[src/hw/rtl/ggdp_pkg.sv]
// Shared types, constants and helper functions for the grid goal direction policy.
// Used by the controller, datapath and top level; depends on nothing else.
`default_nettype none

package ggdp_pkg;

    // Map storage size
    localparam int MAX_ROWS = 32;
    localparam int MAX_COLS = 32;
    localparam int ROW_AW   = (MAX_ROWS > 1) ? $clog2(MAX_ROWS) : 1;
    localparam int COL_AW   = (MAX_COLS > 1) ? $clog2(MAX_COLS) : 1;

    localparam int COORD_W  = 6;
    localparam int COST_W   = COORD_W + 1;
    localparam int DIR_W    = 3;
    localparam int APB_AW   = 4;
    localparam int APB_DW   = 32;

    localparam logic [COORD_W-1:0] MaxRowsC = COORD_W'(MAX_ROWS);
    localparam logic [COORD_W-1:0] MaxColsC = COORD_W'(MAX_COLS);

    localparam logic [COST_W-1:0] COST_BLOCKED = COST_W'(100);

    // Move codes
    localparam logic [DIR_W-1:0] DIR_NORTH    = 3'd0;
    localparam logic [DIR_W-1:0] DIR_EAST     = 3'd1;
    localparam logic [DIR_W-1:0] DIR_SOUTH    = 3'd2;
    localparam logic [DIR_W-1:0] DIR_WEST     = 3'd3;
    localparam logic [DIR_W-1:0] DIR_GOAL     = 3'd4;
    localparam logic [DIR_W-1:0] DIR_OBSTACLE = 3'd5;

    // Configuration register indexes (word address paddr[3:2])
    localparam logic [1:0] REG_GRID_ROWS = 2'd0;
    localparam logic [1:0] REG_GRID_COLS = 2'd1;
    localparam logic [1:0] REG_GOAL_ROW  = 2'd2;
    localparam logic [1:0] REG_GOAL_COL  = 2'd3;

    typedef logic [MAX_COLS-1:0] row_t;

    typedef struct packed {
        logic               mode;
        logic [COORD_W-1:0] cell_row;
        logic [COORD_W-1:0] cell_col;
        logic               blocked;
    } req_t;

    typedef struct packed {
        logic [DIR_W-1:0] direction;
        logic             out_of_range;
    } rsp_t;

    typedef struct packed {
        logic [COORD_W-1:0] grid_rows;
        logic [COORD_W-1:0] grid_cols;
        logic [COORD_W-1:0] goal_row;
        logic [COORD_W-1:0] goal_col;
    } cfg_t;

    // Controller to datapath
    typedef struct packed {
        logic accept;
        logic rd_north;
        logic rd_south;
        logic load_out;
        logic write_row;
    } cmd_t;

    // Datapath to controller
    typedef struct packed {
        logic req_is_query;
        logic out_free;
    } sts_t;

    function automatic logic [COST_W-1:0] manhattan(
        input logic [COST_W-1:0]  r,
        input logic [COST_W-1:0]  c,
        input logic [COORD_W-1:0] gr,
        input logic [COORD_W-1:0] gc
    );
        logic [COST_W-1:0] gr_x;
        logic [COST_W-1:0] gc_x;
        logic [COST_W-1:0] dr;
        logic [COST_W-1:0] dc;
        gr_x = {1'b0, gr};
        gc_x = {1'b0, gc};
        dr   = (r > gr_x) ? (r - gr_x) : (gr_x - r);
        dc   = (c > gc_x) ? (c - gc_x) : (gc_x - c);
        return dr + dc;
    endfunction

    // Obstacle bit of a row word at a 0-based column; zero when not ok
    function automatic logic row_bit(
        input row_t               row,
        input logic [COORD_W-1:0] idx,
        input logic               ok
    );
        return ok ? row[idx[COL_AW-1:0]] : 1'b0;
    endfunction

endpackage

`default_nettype wire

[src/hw/rtl/ggdp_ram.sv]
// Generic single-write, single-read RAM with registered read data.
// Standalone; no package dependency.
`default_nettype none

module ggdp_ram #(
    parameter int WIDTH = 32,
    parameter int DEPTH = 32
) (
    input  wire logic                             clk,
    input  wire logic                             wr_en,
    input  wire logic [$clog2(DEPTH > 1 ? DEPTH : 2)-1:0] wr_addr,
    input  wire logic [WIDTH-1:0]                 wr_data,
    input  wire logic                             rd_en,
    input  wire logic [$clog2(DEPTH > 1 ? DEPTH : 2)-1:0] rd_addr,
    output      logic [WIDTH-1:0]                 rd_data
);

    logic [WIDTH-1:0] mem_reg [DEPTH];
    logic [WIDTH-1:0] rd_data_reg;

    always_ff @(posedge clk)
    begin
        if (wr_en)
        begin
            mem_reg[wr_addr] <= wr_data;
        end
        if (rd_en)
        begin
            rd_data_reg <= mem_reg[rd_addr];
        end
    end

    assign rd_data = rd_data_reg;

endmodule

`default_nettype wire

[src/hw/rtl/ggdp_ctrl.sv]
// Sequencing state machine for the grid goal direction policy.
// Depends on ggdp_pkg for the command and status structs.
`default_nettype none

module ggdp_ctrl (
    input  wire logic          clk,
    input  wire logic          rst_n,
    input  wire logic          req_valid,
    output      logic          req_stall,
    input  wire ggdp_pkg::sts_t sts,
    output      ggdp_pkg::cmd_t cmd
);

    typedef enum logic [4:0] {
        ST_IDLE  = 5'b00001,
        ST_NORTH = 5'b00010,
        ST_SOUTH = 5'b00100,
        ST_EVAL  = 5'b01000,
        ST_WRITE = 5'b10000
    } state_t;

    state_t state_reg;
    state_t state_next;

    always_ff @(posedge clk or negedge rst_n)
    begin
        if (!rst_n)
        begin
            state_reg <= ST_IDLE;
        end
        else
        begin
            state_reg <= state_next;
        end
    end

    always_comb
    begin
        cmd        = '0;
        req_stall  = 1'b1;
        state_next = state_reg;
        unique case (state_reg)
            ST_IDLE:
            begin
                req_stall = 1'b0;
                if (req_valid)
                begin
                    cmd.accept = 1'b1;
                    state_next = sts.req_is_query ? ST_NORTH : ST_WRITE;
                end
            end
            ST_NORTH:
            begin
                cmd.rd_north = 1'b1;
                state_next   = ST_SOUTH;
            end
            ST_SOUTH:
            begin
                cmd.rd_south = 1'b1;
                state_next   = ST_EVAL;
            end
            ST_EVAL:
            begin
                // hold until the output register can take the result
                if (sts.out_free)
                begin
                    cmd.load_out = 1'b1;
                    state_next   = ST_IDLE;
                end
            end
            ST_WRITE:
            begin
                cmd.write_row = 1'b1;
                state_next    = ST_IDLE;
            end
            default:
            begin
                state_next = ST_IDLE;
            end
        endcase
    end

endmodule

`default_nettype wire

[src/hw/rtl/ggdp_datapath.sv]
// Datapath: obstacle row memory, row buffers, neighbor evaluation, output register.
// Depends on ggdp_pkg and ggdp_ram.
`default_nettype none

module ggdp_datapath (
    input  wire logic           clk,
    input  wire logic           rst_n,
    input  wire ggdp_pkg::cmd_t cmd,
    output      ggdp_pkg::sts_t sts,
    input  wire ggdp_pkg::cfg_t cfg,
    input  wire ggdp_pkg::req_t req_data,
    output      logic           rsp_valid,
    input  wire logic           rsp_stall,
    output      ggdp_pkg::rsp_t rsp_data
);

    ggdp_pkg::req_t item_reg;
    ggdp_pkg::row_t center_row_reg;
    ggdp_pkg::row_t north_row_reg;
    logic [ggdp_pkg::ROW_AW-1:0] rd_row_reg;
    logic [ggdp_pkg::MAX_ROWS-1:0] row_valid_reg;
    logic           out_valid_reg;
    ggdp_pkg::rsp_t out_data_reg;

    logic                         rd_en;
    logic [ggdp_pkg::ROW_AW-1:0]  rd_addr;
    ggdp_pkg::row_t               rd_raw;
    ggdp_pkg::row_t               rd_row;
    logic                         wr_en;
    logic [ggdp_pkg::ROW_AW-1:0]  wr_addr;
    ggdp_pkg::row_t               wr_data;

    logic [ggdp_pkg::COORD_W-1:0] r;
    logic [ggdp_pkg::COORD_W-1:0] c;
    logic                         req_row_ok;
    logic                         item_store_ok;
    ggdp_pkg::rsp_t               result;

    assign r = item_reg.cell_row;
    assign c = item_reg.cell_col;

    assign req_row_ok    = (req_data.cell_row != '0) && (req_data.cell_row <= ggdp_pkg::MaxRowsC);
    assign item_store_ok = (r != '0) && (r <= ggdp_pkg::MaxRowsC)
                        && (c != '0) && (c <= ggdp_pkg::MaxColsC);

    // Row read address: center row on accept, then north, then south
    always_comb
    begin
        rd_addr = '0;
        if (cmd.accept)
        begin
            if (req_row_ok)
            begin
                rd_addr = ggdp_pkg::ROW_AW'(req_data.cell_row - 6'd1);
            end
        end
        else if (cmd.rd_north)
        begin
            if ((r >= 6'd2) && (r <= ggdp_pkg::MaxRowsC))
            begin
                rd_addr = ggdp_pkg::ROW_AW'(r - 6'd2);
            end
        end
        else if (cmd.rd_south)
        begin
            if ((r != '0) && (r < ggdp_pkg::MaxRowsC))
            begin
                rd_addr = ggdp_pkg::ROW_AW'(r);
            end
        end
    end

    assign rd_en = cmd.accept | cmd.rd_north | cmd.rd_south;

    // A row never written reads as all free
    assign rd_row = row_valid_reg[rd_row_reg] ? rd_raw : '0;

    assign wr_en   = cmd.write_row & item_store_ok;
    assign wr_addr = ggdp_pkg::ROW_AW'(r - 6'd1);

    always_comb
    begin
        wr_data = rd_row;
        if (item_store_ok)
        begin
            wr_data[ggdp_pkg::COL_AW'(c - 6'd1)] = item_reg.blocked;
        end
    end

    ggdp_ram #(
        .WIDTH (ggdp_pkg::MAX_COLS),
        .DEPTH (ggdp_pkg::MAX_ROWS)
    ) u_map (
        .clk     (clk),
        .wr_en   (wr_en),
        .wr_addr (wr_addr),
        .wr_data (wr_data),
        .rd_en   (rd_en),
        .rd_addr (rd_addr),
        .rd_data (rd_raw)
    );

    // Payload registers
    always_ff @(posedge clk)
    begin
        if (cmd.accept)
        begin
            item_reg <= req_data;
        end
        if (rd_en)
        begin
            rd_row_reg <= rd_addr;
        end
        if (cmd.rd_north)
        begin
            center_row_reg <= rd_row;
        end
        if (cmd.rd_south)
        begin
            north_row_reg <= rd_row;
        end
        if (cmd.load_out)
        begin
            out_data_reg <= result;
        end
    end

    always_ff @(posedge clk or negedge rst_n)
    begin
        if (!rst_n)
        begin
            row_valid_reg <= '0;
            out_valid_reg <= 1'b0;
        end
        else
        begin
            if (wr_en)
            begin
                row_valid_reg[wr_addr] <= 1'b1;
            end
            if (cmd.load_out)
            begin
                out_valid_reg <= 1'b1;
            end
            else if (!rsp_stall)
            begin
                out_valid_reg <= 1'b0;
            end
        end
    end

    // Neighbor evaluation; the south row comes straight from the memory
    always_comb
    begin
        logic [ggdp_pkg::COORD_W-1:0] nr;
        logic [ggdp_pkg::COORD_W-1:0] nc;
        logic [ggdp_pkg::COST_W-1:0]  r_x;
        logic [ggdp_pkg::COST_W-1:0]  c_x;
        logic                         col_ok;
        logic                         oor;
        logic                         at_goal;
        logic                         center_blk;
        logic [ggdp_pkg::COST_W-1:0]  cost_n;
        logic [ggdp_pkg::COST_W-1:0]  cost_e;
        logic [ggdp_pkg::COST_W-1:0]  cost_s;
        logic [ggdp_pkg::COST_W-1:0]  cost_w;
        logic [ggdp_pkg::COST_W-1:0]  best;
        logic [ggdp_pkg::DIR_W-1:0]   code;

        nr = (cfg.grid_rows > ggdp_pkg::MaxRowsC) ? ggdp_pkg::MaxRowsC : cfg.grid_rows;
        nc = (cfg.grid_cols > ggdp_pkg::MaxColsC) ? ggdp_pkg::MaxColsC : cfg.grid_cols;
        r_x = {1'b0, r};
        c_x = {1'b0, c};
        col_ok = (c != '0) && (c <= ggdp_pkg::MaxColsC);

        oor     = (r == '0) || (r > nr) || (c == '0) || (c > nc);
        at_goal = (r == cfg.goal_row) && (c == cfg.goal_col);
        center_blk = ggdp_pkg::row_bit(center_row_reg, c - 6'd1, col_ok);

        cost_n = ggdp_pkg::row_bit(north_row_reg, c - 6'd1, col_ok)
               ? ggdp_pkg::COST_BLOCKED
               : ggdp_pkg::manhattan(r_x - 7'd1, c_x, cfg.goal_row, cfg.goal_col);
        cost_e = ggdp_pkg::row_bit(center_row_reg, c, c < ggdp_pkg::MaxColsC)
               ? ggdp_pkg::COST_BLOCKED
               : ggdp_pkg::manhattan(r_x, c_x + 7'd1, cfg.goal_row, cfg.goal_col);
        cost_s = ggdp_pkg::row_bit(rd_row, c - 6'd1, col_ok)
               ? ggdp_pkg::COST_BLOCKED
               : ggdp_pkg::manhattan(r_x + 7'd1, c_x, cfg.goal_row, cfg.goal_col);
        cost_w = ggdp_pkg::row_bit(center_row_reg, c - 6'd2,
                                   (c >= 6'd2) && (c <= ggdp_pkg::MaxColsC))
               ? ggdp_pkg::COST_BLOCKED
               : ggdp_pkg::manhattan(r_x, c_x - 7'd1, cfg.goal_row, cfg.goal_col);

        // first strictly lower cost wins, in north, east, south, west order
        best = ggdp_pkg::COST_BLOCKED;
        code = ggdp_pkg::DIR_NORTH;
        if ((r > 6'd1) && (cost_n < best))
        begin
            best = cost_n;
            code = ggdp_pkg::DIR_NORTH;
        end
        if ((c < nc) && (cost_e < best))
        begin
            best = cost_e;
            code = ggdp_pkg::DIR_EAST;
        end
        if ((r < nr) && (cost_s < best))
        begin
            best = cost_s;
            code = ggdp_pkg::DIR_SOUTH;
        end
        if ((c > 6'd1) && (cost_w < best))
        begin
            code = ggdp_pkg::DIR_WEST;
        end

        result.out_of_range = oor;
        if (oor)
        begin
            result.direction = ggdp_pkg::DIR_OBSTACLE;
        end
        else if (at_goal)
        begin
            result.direction = ggdp_pkg::DIR_GOAL;
        end
        else if (center_blk)
        begin
            result.direction = ggdp_pkg::DIR_OBSTACLE;
        end
        else
        begin
            result.direction = code;
        end
    end

    assign sts.req_is_query = req_data.mode;
    assign sts.out_free     = !out_valid_reg || !rsp_stall;

    assign rsp_valid = out_valid_reg;
    assign rsp_data  = out_data_reg;

endmodule

`default_nettype wire

[src/hw/rtl/grid_goal_direction_policy.sv]
// Top level of the grid goal direction policy: configuration registers,
// controller and datapath. Depends on ggdp_pkg, ggdp_ctrl and ggdp_datapath.
//
// The block keeps a 1-based obstacle map and answers per-cell queries with a
// move code toward the goal: 0 north, 1 east, 2 south, 3 west, 4 goal,
// 5 obstacle, and code 5 with out_of_range set for a cell outside the
// configured grid. A write transaction (mode 0) stores one cell's obstacle
// bit and produces no result; a query transaction (mode 1) produces exactly
// one result. The map is held as one word per row in a single-port-read
// memory, so a query accepts and reads the cell's row, reads the north row,
// reads the south row, then evaluates, and a write reads the row and writes
// it back with the bit changed; the row reads of that one memory port set
// both sequences. A finished result waits in an output
// register, and the next transaction is accepted while it waits; a query
// only stalls in its evaluate cycle if the previous result is still held.
// The map comes out of reset all free through one valid bit per row, with
// no clearing pass. Configuration registers (grid_rows, grid_cols, goal_row,
// goal_col, 6 bits each) sit at byte addresses 0, 4, 8, 12 on the APB port
// and are to be written only while the block is idle.
`default_nettype none

module grid_goal_direction_policy (
    input  wire logic                          clk,
    input  wire logic                          rst_n,
    // configuration port
    input  wire logic                          psel,
    input  wire logic                          penable,
    input  wire logic                          pwrite,
    input  wire logic [ggdp_pkg::APB_AW-1:0]   paddr,
    input  wire logic [ggdp_pkg::APB_DW-1:0]   pwdata,
    output      logic [ggdp_pkg::APB_DW-1:0]   prdata,
    output      logic                          pready,
    // request channel
    input  wire logic                          req_valid,
    output      logic                          req_stall,
    input  wire ggdp_pkg::req_t                req_data,
    // response channel
    output      logic                          rsp_valid,
    input  wire logic                          rsp_stall,
    output      ggdp_pkg::rsp_t                rsp_data
);

    logic [ggdp_pkg::COORD_W-1:0] grid_rows_reg;
    logic [ggdp_pkg::COORD_W-1:0] grid_cols_reg;
    logic [ggdp_pkg::COORD_W-1:0] goal_row_reg;
    logic [ggdp_pkg::COORD_W-1:0] goal_col_reg;

    logic           cfg_write;
    logic [1:0]     reg_index;
    ggdp_pkg::cfg_t cfg;
    ggdp_pkg::cmd_t cmd;
    ggdp_pkg::sts_t sts;

    assign pready    = 1'b1;
    assign reg_index = paddr[3:2];
    assign cfg_write = psel && penable && pwrite;

    // Configuration registers: written in the access phase
    always_ff @(posedge clk or negedge rst_n)
    begin
        if (!rst_n)
        begin
            grid_rows_reg <= 6'd32;
            grid_cols_reg <= 6'd32;
            goal_row_reg  <= 6'd1;
            goal_col_reg  <= 6'd1;
        end
        else if (cfg_write)
        begin
            unique case (reg_index)
                ggdp_pkg::REG_GRID_ROWS: grid_rows_reg <= pwdata[ggdp_pkg::COORD_W-1:0];
                ggdp_pkg::REG_GRID_COLS: grid_cols_reg <= pwdata[ggdp_pkg::COORD_W-1:0];
                ggdp_pkg::REG_GOAL_ROW:  goal_row_reg  <= pwdata[ggdp_pkg::COORD_W-1:0];
                ggdp_pkg::REG_GOAL_COL:  goal_col_reg  <= pwdata[ggdp_pkg::COORD_W-1:0];
                default: ;
            endcase
        end
    end

    // Read back
    always_comb
    begin
        prdata = '0;
        unique case (reg_index)
            ggdp_pkg::REG_GRID_ROWS: prdata[ggdp_pkg::COORD_W-1:0] = grid_rows_reg;
            ggdp_pkg::REG_GRID_COLS: prdata[ggdp_pkg::COORD_W-1:0] = grid_cols_reg;
            ggdp_pkg::REG_GOAL_ROW:  prdata[ggdp_pkg::COORD_W-1:0] = goal_row_reg;
            ggdp_pkg::REG_GOAL_COL:  prdata[ggdp_pkg::COORD_W-1:0] = goal_col_reg;
            default: prdata = '0;
        endcase
    end

    assign cfg.grid_rows = grid_rows_reg;
    assign cfg.grid_cols = grid_cols_reg;
    assign cfg.goal_row  = goal_row_reg;
    assign cfg.goal_col  = goal_col_reg;

    // Sequencer: accept, row reads, evaluate or write back
    ggdp_ctrl u_ctrl (
        .clk       (clk),
        .rst_n     (rst_n),
        .req_valid (req_valid),
        .req_stall (req_stall),
        .sts       (sts),
        .cmd       (cmd)
    );

    // Map memory, neighbor evaluation and output register
    ggdp_datapath u_datapath (
        .clk       (clk),
        .rst_n     (rst_n),
        .cmd       (cmd),
        .sts       (sts),
        .cfg       (cfg),
        .req_data  (req_data),
        .rsp_valid (rsp_valid),
        .rsp_stall (rsp_stall),
        .rsp_data  (rsp_data)
    );

    // A write transaction never produces a result
    assert property (@(posedge clk) disable iff (!rst_n)
        (req_valid && !req_stall && !req_data.mode) |=> !$rose(rsp_valid))
    else $error("write transaction produced a result");

    // A query keeps the request channel stalled through its north read, south read and evaluate steps
    assert property (@(posedge clk) disable iff (!rst_n)
        (req_valid && !req_stall && req_data.mode) |=> req_stall ##1 req_stall ##1 req_stall)
    else $error("query transaction released the request channel too early");

    // An out-of-range query always reports the obstacle code
    assert property (@(posedge clk) disable iff (!rst_n)
        (rsp_valid && rsp_data.out_of_range) |-> (rsp_data.direction == ggdp_pkg::DIR_OBSTACLE))
    else $error("out-of-range result with a move code");

    // The evaluate step loads only when the output register is free
    assert property (@(posedge clk) disable iff (!rst_n)
        (rsp_valid && rsp_stall) |=> (rsp_valid && $stable(rsp_data)))
    else $error("held result overwritten");

endmodule

`default_nettype wire
[config.mk]
export PLATFORM = sky130hd
export DESIGN_NAME = grid_goal_direction_policy
export DESIGN_NICKNAME = d
export VERILOG_FILES = /design/src/hw/rtl/ggdp_pkg.sv /design/src/hw/rtl/ggdp_ram.sv /design/src/hw/rtl/ggdp_ctrl.sv /design/src/hw/rtl/ggdp_datapath.sv /design/src/hw/rtl/grid_goal_direction_policy.sv
export SDC_FILE = /design/constraint.sdc
export NUM_CORES = 2
export LEC_CHECK = 0
export BUFFER_PORTS_ARGS = -buffer_cell sky130_fd_sc_hd__clkbuf_2
export CAP_MARGIN = 10
export CORE_ASPECT_RATIO = 0.7
export CORE_MARGIN = 2
export CORE_UTILIZATION = 60
export CTS_CLUSTER_SIZE = 16
export DETAILED_ROUTE_END_ITERATION = 16
export PLACE_DENSITY = 0.77
export SLEW_MARGIN = 0
export SYNTH_ARGS = -nofsm -noshare
export SYNTH_HDL_FRONTEND = slang
export SYNTH_SLANG_ARGS = --single-unit
[constraint.sdc]
create_clock -name clk -period 14.1 [get_ports clk]
set_clock_uncertainty 0.1 [all_clocks]
set_input_delay 1.41 -clock clk [delete_from_list [all_inputs] [get_ports clk]]
set_output_delay 1.41 -clock clk [all_outputs]
set_load 0.05 [all_outputs]
==> reports/metrics.yaml <==
status: "complete, no violations"
pwr-share-seq: 0.359
cts_hold_buf: 0
die_w_um: 365
area_growth_pct: 8.58
vias: 36900
drt_pass1_iterations: 7
grt_use_met2: 0.450
drt-initial-drc-count: 6126
yosysSeqAreaShare: 0.656
dieArea_um2: 93600
htree_levels: 3
pwr-share-comb: 0.399
busiest_layer: "met1"
synth_warnings: 0
cts_sinks: 1204
grt_max_degree: 146
grt_overflow_total: 0
antenna_left: 0
hold_viol: 0
syn_area_per_cell_um2: 12.3
post_cts_resize_count: 0
fin_tns_setup_ps: 0
root_buffer: "clkbuf_16"
synth-edff-count: 1142
drive_gt1_frac: 0.0960
worstSetupStartpoint: "u_datapath.r[1]"
period_needed_ps: 11820
worstSetupEndpointType: "flop"
globalRouteMet3Util: 0.0848
worst_pin_slew_ps: 1230
r2r-start: "u_datapath.r[1]"
startpoint_type: "flop"
postCtsSetupBuffers: 0
initial_core_util: 0.607
synth_top_area_frac: 0.627
largest_reg_flops: 1024
cts_tree: "yes"
clk_path_buf_depth: 3
synth_top_area_cell: "edfxtp_1"
layout.nets: 4623
vias_per_cell: 6.45
period_share: 0.838
dominantRegCellSynth: "edfxtp_1"
rsz0062_at_grt: "no"
drc: 0
ys_ff_latch: 1204
stdcell_area_um2: 59400
syn_inst: 4458
switchingPower_w: 0.00429
fp-row-count: 92
gp_congestion: 1.01
io_buffers: 40
multi_input_area_um2: 17500
crit_fanout: 10
path_buf_inv: 3
fmax_ghz: 0.0846
clkTransAtPathRegs_ps: 70
wirelength_um: 149000
worst_ep_required_time_ps: 14530
synth_cell_types: 79
hold_start: "u_datapath.row_valid_reg[14]"
fillers: 6329
setup_viol: 0
max_stage_delay_ps: 590
drv_cap: 0
track_usage: 0.318
whs_ps: 363
cts_buffers: 107
met1_usage: 0.486
placedInstanceArea_um2: 56000
core-area_um2: 90100
die_h_um: 257
path_class: "flop to flop"
diodes: 0
crit_family: "compound AO/OA/AOI/OAI gates"
synth_area_leaders: "edfxtp_1, nand2_1, nand3_1"
syn-cell-area_um2: 54700
synthArstFlopShare: 0.0515
hp-class: "flop to flop"
pwr-share-clk: 0.242
wire_per_inst_um: 26.1
seq_area_um2: 35900
antenna_found_initial: 5
p_per_area_nw_per_um2: 197
grt_pass1_wl_um: 220000
cpMostUsedCell: "ha_1"
power_leakage_nw: 22.3
power.internal_w: 0.00740
crit_slowest_cell: "edfxtp_1"
clock_latency_ps: 730
cp.arrival_ps: 12250
switching_share: 0.367
peakVddDrop_mv: 0.354
yosys-top-cells-count: "nand2_1, edfxtp_1, nand3_1"
maxSlewHeadroom: 0.181
hpwlAfterDp_um: 79500
grt_pass1_vias: 34300
io_pins: 96
post-synth-top-count-cell: "nand2_1"
maxSlewViolCount: 0
## power groups by stage
stage	sequential, W	combinational (W)	clock (W)
after global routing	0.00420	0.00514	0.00299
after floorplan	0.00420	0.00342	0
final	0.00420	0.00466	0.00282
after detailed placement	0.00427	0.00450	0
after global placement	0.00426	0.00444	0
after CTS	0.00419	0.00453	0.00284
## worst register-to-register path, delay by kind of cell (launching register included)
kind / cells / cell delay (ps)
XOR/XNOR: 5 / 1430
adder cells (fa/ha/maj): 6 / 1910
multiplexers: 2 / 490
buffers and inverters: 3 / 560
AO/OA/AOI/OAI: 22 / 5490
AND/OR/NAND/NOR: 7 / 1010
flip-flops: 1 / 590
## cell usage in the layout, fill, tap and decap left out, types with 35 or more instances in the layout
| master | instances |
|---|---|
| xnor2_1 | 50 |
| clkbuf_2 | 39 |
| clkbuf_16 | 111 |
| dfrtp_1 | 57 |
| a21oi_1 | 54 |
| nor2_1 | 54 |
| buf_4 | 64 |
| ha_1 | 140 |
| edfxtp_1 | 1142 |
| mux4_2 | 55 |
| a31oi_1 | 39 |
| nand3_1 | 563 |
| and3_1 | 71 |
| and2_1 | 49 |
| o21ai_0 | 70 |
| mux2_2 | 35 |
| inv_1 | 89 |
| a21o_1 | 66 |
| a311oi_1 | 160 |
| or2_2 | 36 |
| nand2_1 | 1165 |
## logic make-up after synthesis
logic type      Yosys count  share of synthesized area
simple gates           2043                      0.164
flops                  1204                      0.656
compound gates          472                     0.0633
buf+inv                 384                     0.0304
fa+ha+maj               156                     0.0379
mux                     126                     0.0368
xor+xnor                 71                     0.0116
other cells               2                   0.000137
## per-stage QoR
stage	instances	utilization	worst slack (ps)	total power (W)
floorplan	4483	-	3660	0.00761
global placement	5523	0.622	2730	0.00870
detailed placement	5523	0.622	2590	0.00877
CTS	5721	0.659	2500	0.0116
global route	5721	0.659	1490	0.0123
finish	5721	0.659	2280	0.0117
## routing by layer
metal	wire length, um	up-vias
li1	-	16100
met1	60200	18000
met2	64000	2476
met3	21200	319
met4	3940	6
met5	45	-
## cell type report
cell class,count,area share
well taps,1222,0.0258
repair buffers,107,0.0125
inverters,95,0.00628
clock buffers,144,0.0490
multi-input cells,2895,0.295
clock inverters,54,0.00717
flip-flops and latches,1204,0.604
## final timing paths
kind | to | slack, ps | cells past startpoint
min reg2reg | u_datapath.row_valid_reg[14] | 360 | 1
min | u_datapath.row_valid_reg[14] | 360 | 1
max reg2reg | u_datapath.rsp_data[1] | 2280 | 45
min in group asynchronous | goal_col_reg[3] | 780 | 2
max in group asynchronous | u_datapath.row_valid_reg[28] | 12520 | 2
max | u_datapath.rsp_data[1] | 2280 | 45
Note: power is estimated with default switching activity, not from simulation.
